File: src/hw/rtl/httok_pkg.sv
// ----------------------------------------------------------------------------
// HTTP request tokenizer package
// Payload types, token class codes and slot limits shared by the tokenizer.
// ----------------------------------------------------------------------------
package httok_pkg;

   localparam int unsigned MAX_ARGS    = 16;
   localparam int unsigned MAX_HEADERS = 32;

   localparam logic [2:0] PH_METHOD = 3'd0;
   localparam logic [2:0] PH_PATH   = 3'd1;
   localparam logic [2:0] PH_AKEY   = 3'd2;
   localparam logic [2:0] PH_AVAL   = 3'd3;
   localparam logic [2:0] PH_PROTO  = 3'd4;
   localparam logic [2:0] PH_HKEY   = 3'd5;
   localparam logic [2:0] PH_HVAL   = 3'd6;

   typedef struct packed {
      logic [7:0] in_byte;
      logic       in_last;
   } req_payload_type;

   typedef struct packed {
      logic [7:0] out_byte;
      logic       kept;
      logic [2:0] token_class;
      logic [7:0] token_index;
      logic       token_first;
      logic       over_limit;
      logic [7:0] arg_total;
      logic [7:0] header_total;
      logic       out_last;
   } rsp_payload_type;

endpackage

File: src/hw/rtl/http_request_tokenizer_core.sv
// Path: each accepted item passes the input register, then the result register.
// Throughput: one item per cycle while the output is not stalled by rsp_ready held
// low; the parse step between the input register and the result register is combinational.
// Reset: synchronous, active high; clears both stage valid flags and returns
// the parser to the method phase with zeroed counters.
// ----------------------------------------------------------------------------
// HTTP request tokenizer core
// Tags each byte of a request head with its token class, slot and flags, and lowercases header-name letters.
// ----------------------------------------------------------------------------
module http_request_tokenizer_core #(
   parameter int unsigned MAX_ARGS    = httok_pkg::MAX_ARGS,
   parameter int unsigned MAX_HEADERS = httok_pkg::MAX_HEADERS
) (
   input  logic                       clock,
   input  logic                       reset,
   input  logic                       req_valid,
   output logic                       req_ready,
   input  httok_pkg::req_payload_type req_payload,
   output logic                       rsp_valid,
   input  logic                       rsp_ready,
   output httok_pkg::rsp_payload_type rsp_payload
);

   localparam logic [7:0] CH_CR     = 8'h0D;
   localparam logic [7:0] CH_LF     = 8'h0A;
   localparam logic [7:0] CH_SPACE  = 8'h20;
   localparam logic [7:0] CH_QUERY  = 8'h3F;
   localparam logic [7:0] CH_EQUALS = 8'h3D;
   localparam logic [7:0] CH_AMP    = 8'h26;
   localparam logic [7:0] CH_COLON  = 8'h3A;
   localparam logic [7:0] CH_UPPER_A = 8'h41;
   localparam logic [7:0] CH_UPPER_Z = 8'h5A;

   localparam logic [7:0] ARG_LIMIT    = 8'(MAX_ARGS);
   localparam logic [7:0] HEADER_LIMIT = 8'(MAX_HEADERS);
   localparam logic [7:0] COUNT_MAX    = 8'hFF;

   logic                       in_valid_ff;
   httok_pkg::req_payload_type in_item_ff;
   logic                       out_valid_ff;
   httok_pkg::rsp_payload_type out_item_ff;
   httok_pkg::rsp_payload_type out_item_in;

   logic [2:0] phase_ff, phase_in;
   logic       skip_ff, skip_in;
   logic       swallow_ff, swallow_in;
   logic       pending_ff, pending_in;
   logic [7:0] arg_cnt_ff, arg_cnt_in;
   logic [7:0] hdr_cnt_ff, hdr_cnt_in;

   logic       advance;
   logic [7:0] b;
   logic [2:0] cls;
   logic [7:0] idx;
   logic       over;
   logic [7:0] ob;
   logic       kept;
   logic       first;
   logic       line_end;
   logic       handled;

   assign advance   = in_valid_ff && (!out_valid_ff || rsp_ready);
   assign req_ready = !in_valid_ff || advance;
   assign rsp_valid = out_valid_ff;
   assign rsp_payload = out_item_ff;

   always_comb begin
      b          = in_item_ff.in_byte;
      cls        = (phase_ff > httok_pkg::PH_HVAL) ? httok_pkg::PH_HVAL : phase_ff;
      idx        = 8'd0;
      over       = 1'b0;
      ob         = b;
      kept       = 1'b0;
      first      = 1'b0;
      line_end   = (b == CH_CR) || (b == CH_LF);
      handled    = 1'b0;
      phase_in   = phase_ff;
      skip_in    = skip_ff;
      swallow_in = 1'b0;
      pending_in = pending_ff;
      arg_cnt_in = arg_cnt_ff;
      hdr_cnt_in = hdr_cnt_ff;

      case (cls)
         httok_pkg::PH_AKEY: begin
            idx  = arg_cnt_ff;
            over = idx >= ARG_LIMIT;
         end
         httok_pkg::PH_AVAL: begin
            idx  = (arg_cnt_ff == 8'd0) ? 8'd0 : arg_cnt_ff - 8'd1;
            over = idx >= ARG_LIMIT;
         end
         httok_pkg::PH_HKEY: begin
            idx  = hdr_cnt_ff;
            over = idx >= HEADER_LIMIT;
         end
         httok_pkg::PH_HVAL: begin
            idx  = (hdr_cnt_ff == 8'd0) ? 8'd0 : hdr_cnt_ff - 8'd1;
            over = idx >= HEADER_LIMIT;
         end
         default: begin
            idx  = 8'd0;
            over = 1'b0;
         end
      endcase

      if (swallow_ff && line_end) begin
         handled = 1'b1;
      end
      if (!handled && skip_ff) begin
         if (b == CH_SPACE) begin
            handled = 1'b1;
         end else begin
            skip_in = 1'b0;
         end
      end

      if (!handled) begin
         if (line_end) begin
            phase_in   = httok_pkg::PH_HKEY;
            pending_in = 1'b1;
            swallow_in = 1'b1;
         end else begin
            unique case (cls)
               httok_pkg::PH_METHOD: begin
                  if (b == CH_SPACE) begin
                     phase_in   = httok_pkg::PH_PATH;
                     pending_in = 1'b1;
                     skip_in    = 1'b1;
                  end else begin
                     kept = 1'b1;
                  end
               end
               httok_pkg::PH_PATH: begin
                  if (b == CH_SPACE) begin
                     phase_in   = httok_pkg::PH_PROTO;
                     pending_in = 1'b1;
                     skip_in    = 1'b1;
                  end else if (b == CH_QUERY) begin
                     phase_in   = httok_pkg::PH_AKEY;
                     pending_in = 1'b1;
                  end else begin
                     kept = 1'b1;
                  end
               end
               httok_pkg::PH_AKEY, httok_pkg::PH_AVAL: begin
                  if (b == CH_SPACE) begin
                     phase_in   = httok_pkg::PH_PROTO;
                     pending_in = 1'b1;
                     skip_in    = 1'b1;
                  end else if (b == CH_EQUALS) begin
                     arg_cnt_in = (arg_cnt_ff == COUNT_MAX) ? COUNT_MAX : arg_cnt_ff + 8'd1;
                     phase_in   = httok_pkg::PH_AVAL;
                     pending_in = 1'b1;
                  end else if (b == CH_AMP) begin
                     phase_in   = httok_pkg::PH_AKEY;
                     pending_in = 1'b1;
                  end else begin
                     kept = 1'b1;
                  end
               end
               httok_pkg::PH_HKEY: begin
                  if (b == CH_COLON) begin
                     hdr_cnt_in = (hdr_cnt_ff == COUNT_MAX) ? COUNT_MAX : hdr_cnt_ff + 8'd1;
                     phase_in   = httok_pkg::PH_HVAL;
                     pending_in = 1'b1;
                     skip_in    = 1'b1;
                  end else begin
                     kept = 1'b1;
                     if (b >= CH_UPPER_A && b <= CH_UPPER_Z) begin
                        ob = b + 8'd32;
                     end
                  end
               end
               default: begin
                  kept = 1'b1;
               end
            endcase
         end
      end

      if (kept) begin
         first      = pending_ff;
         pending_in = 1'b0;
      end

      out_item_in.out_byte     = ob;
      out_item_in.kept         = kept;
      out_item_in.token_class  = cls;
      out_item_in.token_index  = idx;
      out_item_in.token_first  = first;
      out_item_in.over_limit   = over;
      out_item_in.arg_total    = arg_cnt_in;
      out_item_in.header_total = hdr_cnt_in;
      out_item_in.out_last     = in_item_ff.in_last;

      if (in_item_ff.in_last) begin
         phase_in   = httok_pkg::PH_METHOD;
         skip_in    = 1'b0;
         swallow_in = 1'b0;
         pending_in = 1'b1;
         arg_cnt_in = 8'd0;
         hdr_cnt_in = 8'd0;
      end
   end

   always_ff @(posedge clock) begin
      if (reset) begin
         in_valid_ff  <= 1'b0;
         out_valid_ff <= 1'b0;
         phase_ff     <= httok_pkg::PH_METHOD;
         skip_ff      <= 1'b0;
         swallow_ff   <= 1'b0;
         pending_ff   <= 1'b1;
         arg_cnt_ff   <= 8'd0;
         hdr_cnt_ff   <= 8'd0;
      end else begin
         if (req_ready) begin
            in_valid_ff <= req_valid;
         end
         if (advance) begin
            out_valid_ff <= 1'b1;
            phase_ff     <= phase_in;
            skip_ff      <= skip_in;
            swallow_ff   <= swallow_in;
            pending_ff   <= pending_in;
            arg_cnt_ff   <= arg_cnt_in;
            hdr_cnt_ff   <= hdr_cnt_in;
         end else if (rsp_ready) begin
            out_valid_ff <= 1'b0;
         end
      end
   end

   always_ff @(posedge clock) begin
      if (req_valid && req_ready) begin
         in_item_ff <= req_payload;
      end
      if (advance) begin
         out_item_ff <= out_item_in;
      end
   end

endmodule
File: config.mk
export PLATFORM = sky130hd
export DESIGN_NAME = http_request_tokenizer_core
export DESIGN_NICKNAME = d
export VERILOG_FILES = /design/src/hw/rtl/httok_pkg.sv /design/src/hw/rtl/http_request_tokenizer_core.sv
export SDC_FILE = /design/constraint.sdc
export NUM_CORES = 1
export LEC_CHECK = 0
export BUFFER_PORTS_ARGS = -buffer_cell sky130_fd_sc_hd__buf_4
export CORE_MARGIN = 2
export CORE_UTILIZATION = 40
export DETAILED_ROUTE_END_ITERATION = 10
export GPL_ROUTABILITY_DRIVEN = 1
export PLACE_DENSITY = 0.58
export SLEW_MARGIN = 25
export SYNTH_ARGS = -nofsm -noshare
export SYNTH_HDL_FRONTEND = slang
export SYNTH_SLANG_ARGS = --single-unit
File: constraint.sdc
create_clock -name clock -period 3.7 [get_ports clock]
set_input_delay 0.74 -clock clock [delete_from_list [all_inputs] [get_ports clock]]
set_output_delay 0.74 -clock clock [all_outputs]
set_load 0.005 [all_outputs]
Yosys cells after proc, flatten, opt, wreduce, memory -nomap -nowiden
Index checks and enable logic that the tools add are counted.
Cells by class
  $add $sub $neg: 5
  order comparisons: 7
  eq/ne operators: 24
  muxes and demuxes: 72
  reductions and logical operators: 21
Operator list (count)
  8-bit two-way mux: 20
  8-bit by 6-bit == test with 1-bit output, second input constant: 5
  1-bit two-way mux: 35
  3-bit two-way mux: 11
  8-bit one-hot mux with 4 select lines: 1
  8-bit by 1-bit adder with 8-bit output, second input constant: 2
  8-bit by 4-bit == test with 1-bit output, second input constant: 2
  8-bit == test, second input constant: 2
  8-bit by 5-bit greater-or-equal comparator with 1-bit output, second input constant: 2
  8-bit by 6-bit greater-or-equal comparator with 1-bit output, second input constant: 2
  8-bit zero test: 2
  8-bit by 1-bit subtractor with 8-bit output, second input constant: 2
  5-bit != test, second input constant: 3
  7-bit AND reduction: 2
  6-bit != test, second input constant: 2
  1-bit one-hot mux with 4 select lines: 3
  3-bit one-hot mux with 4 select lines: 1
  8-bit by 6-bit adder with 8-bit output, second input constant: 1
  8-bit by 7-bit greater-or-equal comparator with 1-bit output, second input constant: 1
  8-bit by 7-bit <= comparator with 1-bit output, second input constant: 1
  4-bit != test, second input constant: 2
  7-bit != test, second input constant: 1
  7-bit nonzero test: 1
  3-bit by 2-bit == test with 1-bit output, second input constant: 2
  other kinds (14): 23
Word-level totals
  register bits after elaboration: 72
  output and inout port bits: 41

Logic depth before layout (Yosys ltp)
Gate-level depths: netlist of the first run.
  depth in word-level cells: 12
  mapped depth: 8
  depth with buffers taken out: 7

Worst setup path after synthesis of the first run
Ideal clock, no wire load.
  kind: input-to-reg
  start: input port rsp_ready
  end: register arg_cnt_ff[7]
  arrival: 2.779 ns
  required time: 3.609 ns
  slack: 0.829 ns
  stages on the path: 6
  buffers on the path: 1
  cell sequence: nor2b_1 > nand2b_1 > inv_1 > clkbuf_1 > a31oi_1 > a211oi_1
Between the ends
  word-level cells in the longest chain between the ends: 2
RTL lines
  from (decl): line http_request_tokenizer_core.sv:20  | input logic rsp_ready,
  1-bit logical OR: line http_request_tokenizer_core.sv:62  | assign advance = in_valid_ff && (!out_valid_ff || rsp_ready);
  1-bit logical AND: line http_request_tokenizer_core.sv:62
  via advance: line http_request_tokenizer_core.sv:51  | logic advance;
  to (signal assigned): line http_request_tokenizer_core.sv:227  | arg_cnt_ff <= arg_cnt_in;
  to (decl): line http_request_tokenizer_core.sv:48  | logic [7:0] arg_cnt_ff, arg_cnt_in;
The timed path passes the listed nets, and every way through them passes these cells.
A chain may end at the register's enable or synchronous reset.

==> results.toml, run 1 <==
[global_route]
antenna_found_initial = 0
gr-usage-met1 = 0.2799
grt_pass1_wl_mm = 16.13
grt_pass1_vias = 3069
grt_util_met3 = 0.02712
top_usage_layer = "met2"
grt_util_met2 = 0.3047
overflow = 0
grt_max_degree = 25
grt_usage = 0.1973

[sta]
setup_violations = 0
min_period_ps = 2624
slew_violations = 0
rsz0062_at_grt = "false"
fin_skew_ps = 10.01
max_freq_ghz = 0.3810
finalHoldViolCount = 0
timing.final.crit_share = 0.7093
max-slew-margin-rel = 0.4894
setup_tns_ps = 0
worst_slew_pin_slew_ps = 746.5
setup_slack_ps = 1076

[place]
pre_cts_ws_ps = 1121
post_dp_cell_area_um2 = 4399
gp_congestion = 0.8636
port_buffers = 53
dp_hpwl_mm = 6.895

[yosys]
synth-edff-count = 48
ys_types = 70
synth-main-ff-cell = "edfxtp_1"
postSynth.asyncResetShare = 0
synth_top_area_frac = 0.3666
synthTopCellsByArea = "edfxtp_1 37%, dfxtp_1 12%, a21oi_1 3.1%"
synthCells = 400
syn_nets = 418
syn_area_um2 = 3931
synth_most_common_cell = "edfxtp_1"
synth_seq_cells = 72
yosys_warnings = 0
synth_common_cells = "48 x edfxtp_1, 32 x clkbuf_1, 32 x nor2_1"
seq_area_frac_synth = 0.4889
synth.avg_cell_area_um2 = 9.828
synth_top_area_cell = "edfxtp_1"

[power_and_ir_drop]
p_leak_nw = 1.596
internal_power_w = 0.001250
total_power_w = 0.001646
p_seq_frac = 0.552
ir_worst_vdd_mv = 0.1852
power_frac_clock = 0.383
p_switching_w = 0.0003963
p_per_area_nw_per_um2 = 358.1
p_sw_frac = 0.2408
power_frac_comb = 0.065

[detailed_routing]
drt_first_pass_iters = 4
vias = 3441
viasPerCell = 6.005
drtIter0Drc = 291
routed_wl_mm = 10.21
post-route-drc-count = 0
wl_per_cell_um = 17.83
drtAntennaViolNets = 0

[clock_network]
numCtsBuffers = 9
clockRootBuffer = "clkbuf_8"
cts_setup_buffers = 0
cts_resized = 0
htree_num_levels = 3
clk_transition_reported_paths_ps = 80
insertion_delay_ps = 360
cts_tree = "built"
cts.sinks = 72
hold_buffers = 0
clk_path_buf_depth = 2

[setup_path]
crit_required_ps = 3810
cp_max_fo = 14
worstSetupStartpointType = "register"
crit_path_end_kind = "register"
worstSetupPathType = "reg2reg"
crit_arrival_ps = 2740

[final_layout]
layout-drive-gt1-share = 0.2045
area_growth_pct = 16.90
design_area_um2 = 4596
fillers = 963
antenna_cells = 0
final_util = 0.4768
final_nets = 453

[die]
die_w_um = 103.1
dieArea_um2 = 10640
start_util = 0.4078
floorplan.core_area_um2 = 9639
die_h_um = 103.1
io-pin-count = 54
placementRows = 36

[run]
drv_cap = 0

[status]
status = "completed"

[worst_hold_path]
hp-class = "reg2reg"
state kept, by name, summed over array words and instances (netlist names):
register	cells
rsp_payload	39
b	8
skip_ff	1
swallow_ff	1
in_item_ff	1
hdr_cnt_ff	8
in_valid_ff	1
arg_cnt_ff	8
pending_ff	1
rsp_valid	1
phase_ff	3
path summary, 6_finish.rpt:
check	start	to	slack, ps	depth (start not counted)
worst max register to register	b[1]	rsp_payload[8]	1080	4
worst max-delay path	b[1]	rsp_payload[8]	1080	4
worst min register to register	skip_ff	skip_ff	520	2
worst min-delay path	skip_ff	skip_ff	520	2
cell usage in the layout, fill, tap and decap left out, types with 9 or more instances in the layout:
| cell type | instances |
|---|---|
| dfxtp_1 | 24 |
| buf_4 | 59 |
| a21oi_1 | 24 |
| inv_1 | 13 |
| clkbuf_8 | 9 |
| a31oi_1 | 9 |
| edfxtp_1 | 48 |
| o21ai_0 | 10 |
| nand2_1 | 22 |
| nor4_1 | 9 |
| nor3_1 | 13 |
| nor2_1 | 32 |
| nand4_1 | 9 |
cell families after synthesis:
kind of cell    share of synthesized area
simple gates                       0.2218
compound gates                     0.1926
flops                              0.4889
buf+inv                           0.04933
xor+xnor                          0.01782
mux                               0.01369
fa+ha+maj                         0.01591
power by group through the flow:
stage	registers, W	logic [W]	clock network (W)
after global placement	0.000925	0.000106	0
after floorplan	0.000919	0.0000530	0
after detailed placement	0.000926	0.000107	0
final	0.000908	0.000107	0.000630
after CTS	0.000908	0.000107	0.000644
after global routing	0.000912	0.000117	0.000674
area by class of cell:
class	instances	area [um^2]	share of cell area
well taps	133	166.4	0.03621
clock buffers	10	127.6	0.02777
clock inverters	6	68.82	0.01497
repair buffers	59	442.9	0.09638
inverters	14	52.55	0.01143
multi-input cells	279	1815	0.3950
flip-flops and latches	72	1922	0.4182
worst max-delay path, cell delays in order, from the launching register on:
cell	delay, ps
edfxtp_1	620
or3b_2	550
or4_4	520
or4_4	510
and2_1	170
through the flow:
step	std cells	hold slack [ps]
2_1_floorplan	400	466.4
3_3_place_gp	557	490.4
3_5_place_dp	557	506.1
4_1_cts	573	519.1
5_1_grt	573	542.9
6_report	573	520.3
per-layer routing:
metal	share of wire	up-vias	wire length, um
met5	0	-	0
met4	0.020	0	203
met3	0.046	17	468
met2	0.47	125	4837
met1	0.46	1677	4705
li1	-	1622	-
No activity file was read; power rests on OpenSTA's default activity.
==> run 2, diff against run 1 <==
- PLACE_DENSITY: 0.58 -> 0.6
- clock period: 3.7 -> 2.15 ns (I/O delays scaled with it)
==> run 2 against run 1 <==
Against the previous run: the run now ends with setup timing left; clock skew shrank 3.6 ps; combinational power is 140% higher; routed wire length grew 9.0%; largest cell class is now multi-input combinational cells; sequential power rose by 71%; count of clock-buffer cells in the layout up 1; via count rose by 5.9%; worst setup slack lost 1100 ps; sequential share of layout area shrank 5.6 points; first-iteration DRC count decreased by 25%; register-to-register slack worse by 1100 ps; clock power up 65%; maximum frequency rose by 18%.
==> results.toml, run 2 (synthesized netlist as in run 1, its figures left out) <==
[status]
status = "finished, violations left"
violations = "setup timing"

[detailed_routing]
viasPerCell = 5.634
drt_first_pass_iters = 5
drtIter0Drc = 217
drtAntennaViolNets = 0
routed_wl_mm = 11.14
wl_per_cell_um = 17.21
post-route-drc-count = 0
vias = 3645

[setup_path]
critPathMostFrequentCell = "or4_4"
path_cells = "or3b_4, or4_4, or4_4, and2_4"
cp_max_fo = 5
critPathSlowestCell = "or4_4"
worstSetupPathType = "reg2reg"
cp.buffers_inverters = 0
slowest_delay_ps = 510
crit_arrival_ps = 2340
worstSetupStartpointType = "register"
crit_required_ps = 2280
cp_top_family = "simple AND/OR/NAND/NOR gates"
crit_path_end_kind = "register"

[clock_network]
cts.sinks = 72
insertion_delay_ps = 360
numCtsBuffers = 9
clockRootBuffer = "clkbuf_8"
htree_num_levels = 3
clk_transition_reported_paths_ps = 70
cts_tree = "built"
clk_path_buf_depth = 2

[sta]
slew_violations = 0
max_freq_ghz = 0.4513
worst_slew_pin_slew_ps = 430.4
max-slew-margin-rel = 0.7126
fin_skew_ps = 6.459
setup_slack_ps = -65.81
timing.final.crit_share = 1.031
setup_tns_ps = -238.8
setup_violations = 9
min_period_ps = 2216
rsz0062_at_grt = "true"
finalHoldViolCount = 0

[place]
dp_hpwl_mm = 7.858
port_buffers = 53
gp_congestion = 0.8852
pre_cts_ws_ps = -70.22

[die]
dieArea_um2 = 10640
placementRows = 36
io-pin-count = 54
start_util = 0.4078
die_h_um = 103.1
die_w_um = 103.1
floorplan.core_area_um2 = 9639

[global_route]
grt_usage = 0.2118
overflow = 0
grt_pass1_vias = 3370
antenna_found_initial = 0
grt_max_degree = 25
grt_pass1_wl_mm = 17.06

[final_layout]
largest_register_ffs = 39
area_growth_pct = 34.98
final_common_cell = "buf_4"
layout-drive-gt1-share = 0.3619
final_nets = 527
antenna_cells = 0
final_cell_mix = "131 x buf_4, 48 x edfxtp_1, 31 x nor2_1"
final_util = 0.5505

[power_and_ir_drop]
p_leak_nw = 1.983
ir_worst_vdd_mv = 0.2946
p_per_area_nw_per_um2 = 537.0

[worst_hold_path]
hp-class = "in2reg"

[run]
drv_cap = 0
run 2: metrics by stage:
stage / instances / power [W] / hold slack (ps) / instance area (um^2)
after floorplan: 400 / 0.001675 / 466.2 / 3959
after global placement: 624 / 0.001815 / 516.2 / 4926
after detailed placement: 624 / 0.001819 / 511.8 / 4926
after CTS: 642 / 0.002856 / 224.4 / 5136
after global routing: 647 / 0.002947 / 225.4 / 5306
final: 647 / 0.002850 / 240.8 / 5306
run 2: layer usage:
metal	GRT usage	vias up	wire length, um
met3	0.05288	23	529
met4	0.08502	0	207
li1	-	1759	-
met2	0.3292	110	5360
met1	0.2838	1753	5039
met5	0	-	0
run 2: report_power, final:
group	switching (W)	total, W	leakage [nW]	internal (W)
Combinational	0.000132	0.000262	1.25	0.000130
Clock	0.000511	0.00104	0.0922	0.000525
Sequential	0.0000281	0.00155	0.643	0.00152
run 2: area by class of cell:
cell class | instances | area, um^2
Timing Repair Buffer | 133 | 1006
Inverter | 14 | 52.55
Tap cell | 133 | 166.4
Clock buffer | 11 | 131.4
Clock inverter | 5 | 47.55
Sequential cell | 72 | 1923
Multi-Input combinational cell | 279 | 1979
Fill cell | 877 | 4333
run 2: what timing repair did:
action,CTS,global route
pin swaps,3,8
setup endpoints to repair,11,20
setup buffers,2,5
hold buffers,0,0
hold endpoints to repair,0,0
resized for setup,4,26
run 2: path summary, 6_finish.rpt:
| check | end | start | depth (start not counted) | slack, ps |
|---|---|---|---|---|
| hold reg to reg | skip_ff | skip_ff | 2 | 530 |
| hold / removal | b[6] | req_payload[7] | 1 | 240 |
| setup reg to reg | rsp_payload[8] | b[2] | 4 | -70 |
| setup / recovery | rsp_payload[8] | b[2] | 4 | -70 |
==> run 3, diff against run 2 <==
- CORE_UTILIZATION: 40 -> 52
- PLACE_DENSITY: 0.6 -> 0.75
==> run 3 against run 2 <==
Against the previous run: the flow still finishes with violations (setup timing); count of clock-buffer cells in the layout rose by 2; global-route usage increased by 6.5 points; routed wire length is 11% higher; cell count decreased by 2.9%; sequential share of layout area is 1.6 points lower; total power up 4.1%; worst setup slack got worse by 95 ps; clock skew up 4.5 ps; non-clock buffer count increased by 15; largest cell class unchanged; largest power group unchanged.
==> results.toml, run 3 (synthesized netlist as in run 1, its figures left out) <==
[clock_network]
clockRootBuffer = "clkbuf_8"
cts_tree = "built"
numCtsBuffers = 9
clk_path_buf_depth = 2
hold_buffers = 0
insertion_delay_ps = 360
htree_num_levels = 3
cts.sinks = 72
clk_transition_reported_paths_ps = 80

[sta]
holdWs_ps = 237.2
worst_slew_pin_slew_ps = 504.5
finalHoldViolCount = 0
min_period_ps = 2311
setup_slack_ps = -160.7
slew_violations = 0
fin_skew_ps = 10.93
timing.final.crit_share = 1.075
setup_violations = 22
max_freq_ghz = 0.4328
rsz0062_at_grt = "true"
setup_tns_ps = -1604
max-slew-margin-rel = 0.6632

[die]
floorplan.core_area_um2 = 7292
die_h_um = 90.95
dieArea_um2 = 8272
die_w_um = 90.95
placementRows = 31
io-pin-count = 54
start_util = 0.5391

[final_layout]
largest_register_ffs = 39
regArea_um2 = 1923
antenna_cells = 0
fillers = 476
final_util = 0.7605
multiInputGateArea_um2 = 2100
area_growth_pct = 41.06
final_nets = 542
layout-drive-gt1-share = 0.4197
final_common_cell = "buf_4"
final_cell_mix = "140 x buf_4, 48 x edfxtp_1, 30 x nor2_1"

[setup_path]
crit_required_ps = 2390
worstSetupStartpointType = "register"
crit_path_end_kind = "register"
cp_max_fo = 6
worstSetupPathType = "reg2reg"
crit_arrival_ps = 2550

[detailed_routing]
wl_per_cell_um = 19.68
drt_first_pass_iters = 5
drtAntennaViolNets = 0
drtIter0Drc = 289
viasPerCell = 6.344
routed_wl_mm = 12.36
vias = 3984
post-route-drc-count = 0

[global_route]
grt_max_degree = 25
grt_usage = 0.2764
grt_pass1_wl_mm = 18.15
grt_pass1_vias = 3686
antenna_found_initial = 0
overflow = 0

[power_and_ir_drop]
ir_worst_vdd_mv = 0.4481
p_per_area_nw_per_um2 = 535.0
p_leak_nw = 2.096

[place]
port_buffers = 53
gp_congestion = 0.9473
pre_cts_ws_ps = -89.51
dp_hpwl_mm = 7.800

[status]
status = "finished, violations left"
violations = "setup timing"

[run]
drv_cap = 0

[worst_hold_path]
hp-class = "in2reg"
==> run 3: changes by cell type in the layout (fill, tap and decap cells not counted), moves of 3 or more <==
cell	before	now
buf_4	131	140
a211oi_2	1	4
nand3_1	8	5
buf_6	2	7
==> run 3: cell type report <==
cell class | count | share of cell area
Clock buffer | 13 | 0.02866
Timing Repair Buffer | 148 | 0.2065
Sequential cell | 72 | 0.3468
Multi-Input combinational cell | 279 | 0.3786
Clock inverter | 3 | 0.007671
Tap cell | 99 | 0.02234
Inverter | 14 | 0.009477
==> run 3: worst paths after layout <==
path	depth (start not counted)	to	slack, ps	startpoint
min	1	b[1]	240	req_payload[2]
max	7	phase_ff[0]	-160	b[6]
min reg2reg	2	arg_cnt_ff[0]	530	arg_cnt_ff[0]
max reg2reg	7	phase_ff[0]	-160	b[6]
==> run 3: critical path, cell delays in order, from the launching register on <==
cell,delay [ps]
edfxtp_1,490
buf_4,200
or4b_2,650
nor4b_2,290
buf_4,180
or3_4,130
o31a_1,170
nand3_2,80
==> run 3: repair_timing <==
item / in CTS / in global routing
pin swaps: 7 / 15
setup endpoints to repair: 15 / 34
resized for setup: 19 / 41
setup buffers: 9 / 15
==> run 3: per-layer routing <==
layer	part of all wire	up-vias	global-route usage
met4	0.027	0	0.1338
met5	0	-	0
met1	0.40	1889	0.3450
met3	0.082	46	0.04647
li1	-	1792	-
met2	0.49	257	0.4654
==> run 3: power by group <==
part / internal, W / switching, W / total, W
registers: 0.00152 / 0.0000291 / 0.00155
clock network: 0.000599 / 0.000526 / 0.00113
logic: 0.000144 / 0.000145 / 0.000290
total: 0.00227 / 0.000700 / 0.00297
==> run 3: stage by stage <==
| stage | std cells | power, W | area, um^2 |
|---|---|---|---|
| after global routing | 628 | 0.003040 | 5545 |
| after detailed placement | 588 | 0.001821 | 4868 |
| after global placement | 588 | 0.001814 | 4868 |
| after floorplan | 400 | 0.001675 | 3959 |
| final | 628 | 0.002967 | 5545 |
| after CTS | 613 | 0.002920 | 5230 |
